--- src/hdl/mlp_pkg.sv ---
// Shared types, constants and the rounding function of the network classifier.
package mlp_pkg;

    // Default network sizes, handed to the top level parameters.
    localparam int DEF_NUM_FEATURES = 5;
    localparam int DEF_HIDDEN_ONE   = 15;
    localparam int DEF_HIDDEN_TWO   = 5;
    localparam int DEF_NUM_CLASSES  = 4;
    localparam int DEF_WEIGHT_DEPTH = 256;

    // Fixed widths of the data path.
    localparam int WORD_W           = 16;
    localparam int PROD_W           = 2 * WORD_W;
    localparam int ACC_W            = 40;
    localparam int ACT_DEPTH        = 16;
    localparam int ACT_IDX_W        = 4;
    localparam int CARRIED_FEATURES = 5;
    // Read address width: covers every packed offset and every store depth in range.
    localparam int RADDR_W          = 11;

    // Q8.8 one, used as the multiplicand of the bias term.
    localparam logic signed [WORD_W-1:0] ACT_ONE = 16'sd256;

    // Command codes of an input word.
    localparam logic CMD_LOAD     = 1'b0;
    localparam logic CMD_CLASSIFY = 1'b1;

    typedef logic signed [WORD_W-1:0] word_t;
    typedef logic [CARRIED_FEATURES-1:0][WORD_W-1:0] feat_vec_t;

    // One multiply-accumulate term issued by the sequencer.
    typedef struct packed {
        logic                 valid;
        logic                 first;
        logic                 last;
        logic                 final_l;
        logic                 src_bank;
        logic [ACT_IDX_W-1:0] row;
        logic [ACT_IDX_W-1:0] col;
        logic [RADDR_W-1:0]   addr;
    } issue_t;

    // Status returned by the data path.
    typedef struct packed {
        logic                 busy;
        logic [ACT_IDX_W-1:0] best_idx;
    } dp_status_t;

    // Round half towards plus infinity, then saturate to Q8.8.
    function automatic word_t round_sat(input logic signed [ACC_W-1:0] acc);
        logic signed [ACC_W:0]    v;
        logic signed [ACC_W-8:0]  q;
        word_t                    r;
        v = (ACC_W+1)'(acc) + 41'sd128;
        q = (ACC_W-7)'(v >>> 8);
        if (q > 33'sd32767)
        begin
            r = 16'sh7FFF;
        end
        else if (q < -33'sd32768)
        begin
            r = 16'sh8000;
        end
        else
        begin
            r = q[WORD_W-1:0];
        end
        return r;
    endfunction

endpackage

--- src/hdl/mlp_seq.sv ---
// Microcoded sequencer: control program, step counter, loop counters and result register.
module mlp_seq
    import mlp_pkg::*;
#(
    parameter int NUM_FEATURES = DEF_NUM_FEATURES,
    parameter int HIDDEN_ONE   = DEF_HIDDEN_ONE,
    parameter int HIDDEN_TWO   = DEF_HIDDEN_TWO,
    parameter int NUM_CLASSES  = DEF_NUM_CLASSES
)
(
    input  logic        clk,
    input  logic        rst_n,
    input  logic        start,
    input  logic        batch_in,
    input  logic        out_stall,
    input  dp_status_t  status,
    output issue_t      issue,
    output logic        busy,
    output logic        out_valid,
    output logic [1:0]  predicted_class,
    output logic        batch_end
);

    // Packed offsets of the weight store.
    localparam int OFF_W0 = 0;
    localparam int OFF_B0 = OFF_W0 + HIDDEN_ONE * NUM_FEATURES;
    localparam int OFF_W1 = OFF_B0 + HIDDEN_ONE;
    localparam int OFF_B1 = OFF_W1 + HIDDEN_TWO * HIDDEN_ONE;
    localparam int OFF_W2 = OFF_B1 + HIDDEN_TWO;
    localparam int OFF_B2 = OFF_W2 + NUM_CLASSES * HIDDEN_TWO;

    typedef enum logic [2:0] {
        ST_IDLE, ST_SETUP, ST_BIAS, ST_MAC, ST_ROW_END, ST_DRAIN, ST_LAYER, ST_OUT
    } step_t;

    typedef enum logic [2:0] {
        C_NEVER, C_NO_START, C_COL_MORE, C_ROW_MORE, C_PIPE_BUSY, C_LAYER_MORE, C_OUT_BUSY
    } cond_t;

    typedef enum logic [1:0] {
        K_NONE, K_BIAS, K_WEIGHT
    } kind_t;

    typedef enum logic [1:0] {
        LY_FIRST, LY_SECOND, LY_THIRD
    } layer_t;

    // One control word: branch condition and target, term issue and counter actions.
    typedef struct packed {
        cond_t cond;
        step_t target;
        kind_t kind;
        logic  arm;
        logic  setup;
        logic  row_inc;
        logic  layer_inc;
        logic  out_load;
    } uword_t;

    // Control program; a step whose condition fails falls through to the next one.
    function automatic uword_t ucode(input step_t s);
        uword_t w;
        w = '{cond: C_NEVER, target: ST_IDLE, kind: K_NONE, arm: 1'b0, setup: 1'b0,
              row_inc: 1'b0, layer_inc: 1'b0, out_load: 1'b0};
        unique case (s)
            ST_IDLE:
            begin
                w.cond   = C_NO_START;
                w.target = ST_IDLE;
                w.arm    = 1'b1;
            end
            ST_SETUP:
            begin
                w.setup = 1'b1;
            end
            ST_BIAS:
            begin
                w.kind = K_BIAS;
            end
            ST_MAC:
            begin
                w.kind   = K_WEIGHT;
                w.cond   = C_COL_MORE;
                w.target = ST_MAC;
            end
            ST_ROW_END:
            begin
                w.row_inc = 1'b1;
                w.cond    = C_ROW_MORE;
                w.target  = ST_BIAS;
            end
            ST_DRAIN:
            begin
                w.cond   = C_PIPE_BUSY;
                w.target = ST_DRAIN;
            end
            ST_LAYER:
            begin
                w.layer_inc = 1'b1;
                w.cond      = C_LAYER_MORE;
                w.target    = ST_SETUP;
            end
            ST_OUT:
            begin
                w.out_load = 1'b1;
                w.cond     = C_OUT_BUSY;
                w.target   = ST_OUT;
            end
            default:
            begin
                w.cond = C_NEVER;
            end
        endcase
        return w;
    endfunction

    step_t                 pc_reg;
    step_t                 pc_next;
    layer_t                layer_reg;
    logic [ACT_IDX_W-1:0]  row_reg;
    logic [ACT_IDX_W-1:0]  col_reg;
    logic [RADDR_W-1:0]    waddr_reg;
    logic [RADDR_W-1:0]    baddr_reg;
    logic                  batch_reg;
    logic                  out_valid_reg;
    logic [1:0]            class_reg;
    logic                  batch_end_reg;

    uword_t                uw;
    logic                  cond_true;
    logic                  out_busy;
    logic                  col_last;
    logic                  row_last;
    logic [RADDR_W-1:0]    woff;
    logic [RADDR_W-1:0]    boff;
    logic [ACT_IDX_W-1:0]  ins_m1;
    logic [ACT_IDX_W-1:0]  outs_m1;

    assign uw       = ucode(pc_reg);
    assign out_busy = out_valid_reg & out_stall;
    assign col_last = (col_reg == ins_m1);
    assign row_last = (row_reg == outs_m1);

    // Sizes and offsets of the layer in progress.
    always_comb
    begin
        case (layer_reg)
            LY_FIRST:
            begin
                woff    = RADDR_W'(OFF_W0);
                boff    = RADDR_W'(OFF_B0);
                ins_m1  = ACT_IDX_W'(NUM_FEATURES - 1);
                outs_m1 = ACT_IDX_W'(HIDDEN_ONE - 1);
            end
            LY_SECOND:
            begin
                woff    = RADDR_W'(OFF_W1);
                boff    = RADDR_W'(OFF_B1);
                ins_m1  = ACT_IDX_W'(HIDDEN_ONE - 1);
                outs_m1 = ACT_IDX_W'(HIDDEN_TWO - 1);
            end
            default:
            begin
                woff    = RADDR_W'(OFF_W2);
                boff    = RADDR_W'(OFF_B2);
                ins_m1  = ACT_IDX_W'(HIDDEN_TWO - 1);
                outs_m1 = ACT_IDX_W'(NUM_CLASSES - 1);
            end
        endcase
    end

    // Branch condition decode and next step.
    always_comb
    begin
        unique case (uw.cond)
            C_NEVER:      cond_true = 1'b0;
            C_NO_START:   cond_true = ~start;
            C_COL_MORE:   cond_true = ~col_last;
            C_ROW_MORE:   cond_true = ~row_last;
            C_PIPE_BUSY:  cond_true = status.busy;
            C_LAYER_MORE: cond_true = (layer_reg != LY_THIRD);
            C_OUT_BUSY:   cond_true = out_busy;
            default:      cond_true = 1'b0;
        endcase
        pc_next = cond_true ? uw.target : step_t'(pc_reg + 3'd1);
    end

    // Term issued to the data path this cycle.
    always_comb
    begin
        issue.valid    = (uw.kind != K_NONE);
        issue.first    = (uw.kind == K_BIAS);
        issue.last     = (uw.kind == K_WEIGHT) && col_last;
        issue.final_l  = (layer_reg == LY_THIRD);
        issue.src_bank = layer_reg[0];
        issue.row      = row_reg;
        issue.col      = col_reg;
        issue.addr     = (uw.kind == K_BIAS) ? baddr_reg : waddr_reg;
    end

    // Step counter, loop counters and the result register.
    always_ff @(posedge clk or negedge rst_n)
    begin
        if (!rst_n)
        begin
            pc_reg        <= ST_IDLE;
            layer_reg     <= LY_FIRST;
            row_reg       <= '0;
            col_reg       <= '0;
            waddr_reg     <= '0;
            baddr_reg     <= '0;
            batch_reg     <= 1'b0;
            out_valid_reg <= 1'b0;
            class_reg     <= '0;
            batch_end_reg <= 1'b0;
        end
        else
        begin
            pc_reg <= pc_next;
            if (uw.arm && start)
            begin
                layer_reg <= LY_FIRST;
                batch_reg <= batch_in;
            end
            if (uw.setup)
            begin
                waddr_reg <= woff;
                baddr_reg <= boff;
                row_reg   <= '0;
            end
            if (uw.kind == K_BIAS)
            begin
                baddr_reg <= baddr_reg + RADDR_W'(1);
                col_reg   <= '0;
            end
            else if (uw.kind == K_WEIGHT)
            begin
                waddr_reg <= waddr_reg + RADDR_W'(1);
                col_reg   <= col_reg + ACT_IDX_W'(1);
            end
            if (uw.row_inc)
            begin
                row_reg <= row_reg + ACT_IDX_W'(1);
            end
            if (uw.layer_inc && (layer_reg != LY_THIRD))
            begin
                layer_reg <= layer_t'(layer_reg + 2'd1);
            end
            if (uw.out_load && !out_busy)
            begin
                out_valid_reg <= 1'b1;
                class_reg     <= status.best_idx[1:0];
                batch_end_reg <= batch_reg;
            end
            else if (out_valid_reg && !out_stall)
            begin
                out_valid_reg <= 1'b0;
            end
        end
    end

    assign busy            = (pc_reg != ST_IDLE);
    assign out_valid       = out_valid_reg;
    assign predicted_class = class_reg;
    assign batch_end       = batch_end_reg;

endmodule

--- config.mk ---
export PLATFORM = sky130hd
export DESIGN_NAME = mlp_seq
export DESIGN_NICKNAME = d
export VERILOG_FILES = /design/src/hdl/mlp_pkg.sv /design/src/hdl/mlp_seq.sv
export SDC_FILE = /design/constraint.sdc
export NUM_CORES = 1
export LEC_CHECK = 0
export BUFFER_PORTS_ARGS = -buffer_cell sky130_fd_sc_hd__buf_2
export CORE_MARGIN = 10
export CORE_UTILIZATION = 55
export DETAILED_ROUTE_END_ITERATION = 6
export PLACE_DENSITY = 0.81
export SLEW_MARGIN = 0
export SYNTH_ARGS = -nofsm -noshare
export SYNTH_HDL_FRONTEND = slang
export SYNTH_SLANG_ARGS = --single-unit
--- constraint.sdc ---
create_clock -name clk -period 6.6 [get_ports clk]
set_clock_uncertainty 0.2 [all_clocks]
set_input_delay 0.33 -clock clk [delete_from_list [all_inputs] [get_ports clk]]
set_output_delay 0.33 -clock clk [all_outputs]
set_load 0.03 [all_outputs]
Word level (Yosys, flattened, before mapping) --
Cells that the tools add are included.
Cells by class: bitwise logic cells 4, add/sub/neg operators 6, multiplexer cells 27, reduce and logical (&&, ||, !) cells 16, eq/ne operators 20
Operators with widths (number):
- 11-bit two-way mux | 6
- 6-bit one-hot mux with 6 select lines | 1
- 8-bit one-hot mux with 2 select lines | 2
- 11-bit by 1-bit adder with 11-bit output, second input constant | 2
- 3-bit == test, second input constant | 7
- 4-bit two-way mux | 5
- 3-bit by 2-bit == test with 1-bit output, second input constant | 4
- 2-bit nonzero test | 6
- 4-bit by 1-bit adder with 4-bit output, second input constant | 2
- 4-bit == test | 2
- 4-bit one-hot mux with 2 select lines | 1
- 1-bit two-way mux | 7
- 3-bit by 1-bit == test with 1-bit output, second input constant | 2
- 1-bit one-hot mux with 6 select lines | 1
- 1-bit logical AND | 5
- 2-bit by 1-bit == test with 1-bit output, second input constant | 2
- 2-bit == test, second input constant | 2
- 2-bit two-way mux | 2
- 2-bit one-hot mux with 2 select lines | 1
- 3-bit by 1-bit adder with 3-bit output, second input constant | 1
- 3-bit logical NOT | 1
- 3-bit two-way mux | 1
- 1-bit inverter | 3
- 3-bit nonzero test | 1
- other kinds (5) | 6
Storage, ports and cells: register bits 40

Longest topological paths before layout --
depth in word-level cells 6, depth in mapped cells 12, depth with buffers taken out 11

Worst setup path before layout --
OpenSTA, ideal clock, no wires.
kind register to output, start point register pc_reg[0], end point output issue[6] (netlist bit), data required time 6070 ps, buffers on the path 2, arrival 2360 ps, cell stages (with the launch flop) 8, slack 3710 ps, cell sequence dfrtp_1 ha_1 ha_1 inv_1 ha_1 clkbuf_1 clkbuf_1 mux2_2
RTL lines:
- from (decl) | line mlp_seq.sv:117 | step_t pc_reg;
- from (signal assigned) | line mlp_seq.sv:219 | pc_reg <= pc_next;
- to (decl) | line mlp_seq.sv:17 | output issue_t issue,

==> flow_summary.toml <==
[run]
drv_cap = 0

[synthesis]
async_flop_share_pct = 100.0
yosysSeqAreaShare_pct = 39.33
synthCells = 281
yosysTopAreaCell = "dfrtp_1"
ys_ff_latch = 40
synth_edf_count = 0
yosysTopAreaCellShare_pct = 39.33
synth.net_count = 309
ys_warn_count = 0
avgSynthCellArea_um2 = 9.057
synthFlopType = "dfrtp_1"
netlist_area_um2 = 2545
synth_area_leaders = "dfrtp_1, ha_1, mux2_2, o21ai_0, nand2_1"
synthDistinctLibCells = 42

[floorplanning]
start_util_pct = 57.65
num_io_pins = 39
coreArea_um2 = 4414
fp.dieH_um = 88.03
std_cell_rows = 24
dieArea_um2 = 7748
die_w_um = 88.03

[grt]
grt_pass1_vias = 2159
grt_usage_pct = 15.75
antenna_found_initial = 0
grt_start_max_net_pins = 41
grt_pass1_wl_mm = 10.09
grt_overflow = 0

[place]
place_congestion = 0.8841
hpwlAfterDp_mm = 4.281
dpl_cell_area_um2 = 2753
numPortBuffers = 36

[timing]
post-route-min-period_ns = 3.131
timing.hold.ws_ns = 0.06314
setup_viol = 0
max-slew-margin-rel_pct = 40.94
rsz0062_at_grt = "no"
fin_setup_tns_ns = 0
clock.fmax_ghz = 0.3194
drv_slew = 0
post-route-period-util_pct = 47.44
worst_pin_slew_ns = 0.8858
hold_viol = 0

[critical_path]
critical_path_class = "flip-flop to output pin"
required_ns = 6.07
reg2reg_depth = 9
critPathTopFamily = "buffers and inverters"
r2r_slack_ns = 3.59
worstPathMaxFanout = 39
path_cells = "inv_1 -> ha_1 -> inv_1 -> ha_1 -> buf_4 -> mux2_2 -> buf_2"
max_stage_delay_ns = 0.62
timing.rr.start = "pc_reg[2]"
timing.rr.end = "waddr_reg[4]"
critPathBufInv = 4
end_kind = "output pin"
arrival_ns = 2.60
cp_slowest_cell = "dfrtp_1"
start_kind = "flip-flop"

[cts]
cts_max_level = 2
clock-sinks = 40
clk_path_buf_depth = 2
path_clk_slew_ns = 0.08
insertion_delay_ns = 0.30
cts-root-buf = "clkbuf_8"
cts_tree = "yes"
cts_buffers = 5

[drt]
vias_per_cell = 5.943
postRouteAntennaNets = 0
routed-via-count = 2187
drc_errors = 0
routed_wl_mm = 5.828
drt-pass1-iter-count = 4
routedWlPerCell_um = 15.84
drt_iter0_markers = 181

[cells_and_area]
fin_area_um2 = 2870
final_net_count = 343
antenna_cells = 0
postLayoutCoreUtil_pct = 65.02
syn_to_final_growth_pct = 12.78
drive_gt1_share_pct = 20.57

[pwr]
finalPower_w = 0.001593
power_density_nw_per_um2 = 555.1
vdd.ir_drop.worst_uv = 301.5
cellLeakagePower_nw = 1.319

[min_path]
whs_path_depth = 2
hold_path_class = "primary input to flip-flop"
worstHoldStart = "status[1]"
min_to = "predicted_class[1]"

[status]
status = "finished, final reports clean"
-- how the worst max path moves through the flow --
stage,cells past startpoint,to,start,slack [ns]
after floorplan,7,issue[6],pc_reg[0],3.71
after global placement,8,pc_reg[1],pc_reg[2],3.70
after detailed placement,8,pc_reg[1],pc_reg[2],3.66
after CTS,7,issue[6],pc_reg[2],3.46
after global routing,7,issue[6],pc_reg[2],3.29
final,7,issue[6],pc_reg[2],3.47
-- placed cells by master, fill, tap and decap left out, types with 2 or more instances in the layout --
cell type,n
nand3b_1,3
buf_2,36
nand4_1,5
a32oi_1,2
a21oi_1,9
dfrtp_1,40
o21ai_0,32
o211ai_1,2
nand2_1,36
and3_1,3
xnor2_1,9
o22ai_1,2
xor2_1,3
a31oi_1,3
nor2b_1,4
nor2_1,23
nand3_1,20
ha_1,18
o21a_1,2
clkbuf_8,5
a311oi_1,2
mux2_2,16
inv_1,13
mux2i_1,2
nand2b_1,4
-- kinds of logic after synthesis --
group | synth area share [%]
buffers and inverters | 3.688
XOR/XNOR | 4.130
flip-flops | 39.33
AND/OR/NAND/NOR | 19.03
multiplexers | 8.456
adder cells (fa/ha/maj) | 9.243
AO/OA/AOI/OAI | 16.13
-- final cells by class --
class,count,area (um^2)
fill,363,1544
multi-input combinational,217,1450
sequential,40,1001
timing repair buffer,38,197.7
clock buffer,6,72.57
tap,52,65.06
inverter,13,48.80
clock inverter,2,35.03
-- report_power, final --
group	switching [W]	internal, W
sequential	0.000130	0.000347
combinational	0.000564	0.000353
clock	0.0000870	0.000112
-- synthesized netlist by cell type, types with 2 or more instances --
| library cell | instances |
|---|---|
| nor2b_1 | 4 |
| o21a_1 | 2 |
| and3_1 | 3 |
| mux2_2 | 16 |
| nand2b_1 | 4 |
| o211ai_1 | 2 |
| xnor2_1 | 9 |
| nand3_1 | 20 |
| xor2_1 | 3 |
| o21ai_0 | 32 |
| a32oi_1 | 2 |
| ha_1 | 18 |
| nor2_1 | 23 |
| clkbuf_1 | 10 |
| a311oi_1 | 2 |
| a31oi_1 | 3 |
| dfrtp_1 | 40 |
| nand3b_1 | 3 |
| nand4_1 | 5 |
| mux2i_1 | 2 |
| o22ai_1 | 2 |
| inv_1 | 13 |
| a21oi_1 | 9 |
| nand2_1 | 36 |
-- repair_timing --
| action | 4_1_cts | 5_1_grt |
|---|---|---|
| hold buffers | 1 | 0 |
| endpoints found under the hold margin | 32 | 0 |
| setup buffers | 0 | 0 |
| gates resized for setup | 0 | 0 |
-- metrics by stage --
step,cells,setup WS (ns)
2_1_floorplan,281,3.710
3_3_place_gp,359,3.696
4_1_cts,368,3.457
6_report,368,3.469
5_1_grt,368,3.289
3_5_place_dp,359,3.658
-- layer usage --
layer | share of wire (%) | GRT usage [%] | up-vias | wire [um]
met3 | 5.6 | 3.900 | 9 | 327
met5 | 0 | 0 | - | 0
met2 | 50 | 27.18 | 58 | 2927
met4 | 0.81 | 3.424 | 0 | 47
li1 | - | - | 1058 | -
met1 | 43 | 19.37 | 1062 | 2525
No activity file was read; power rests on OpenSTA's default activity.
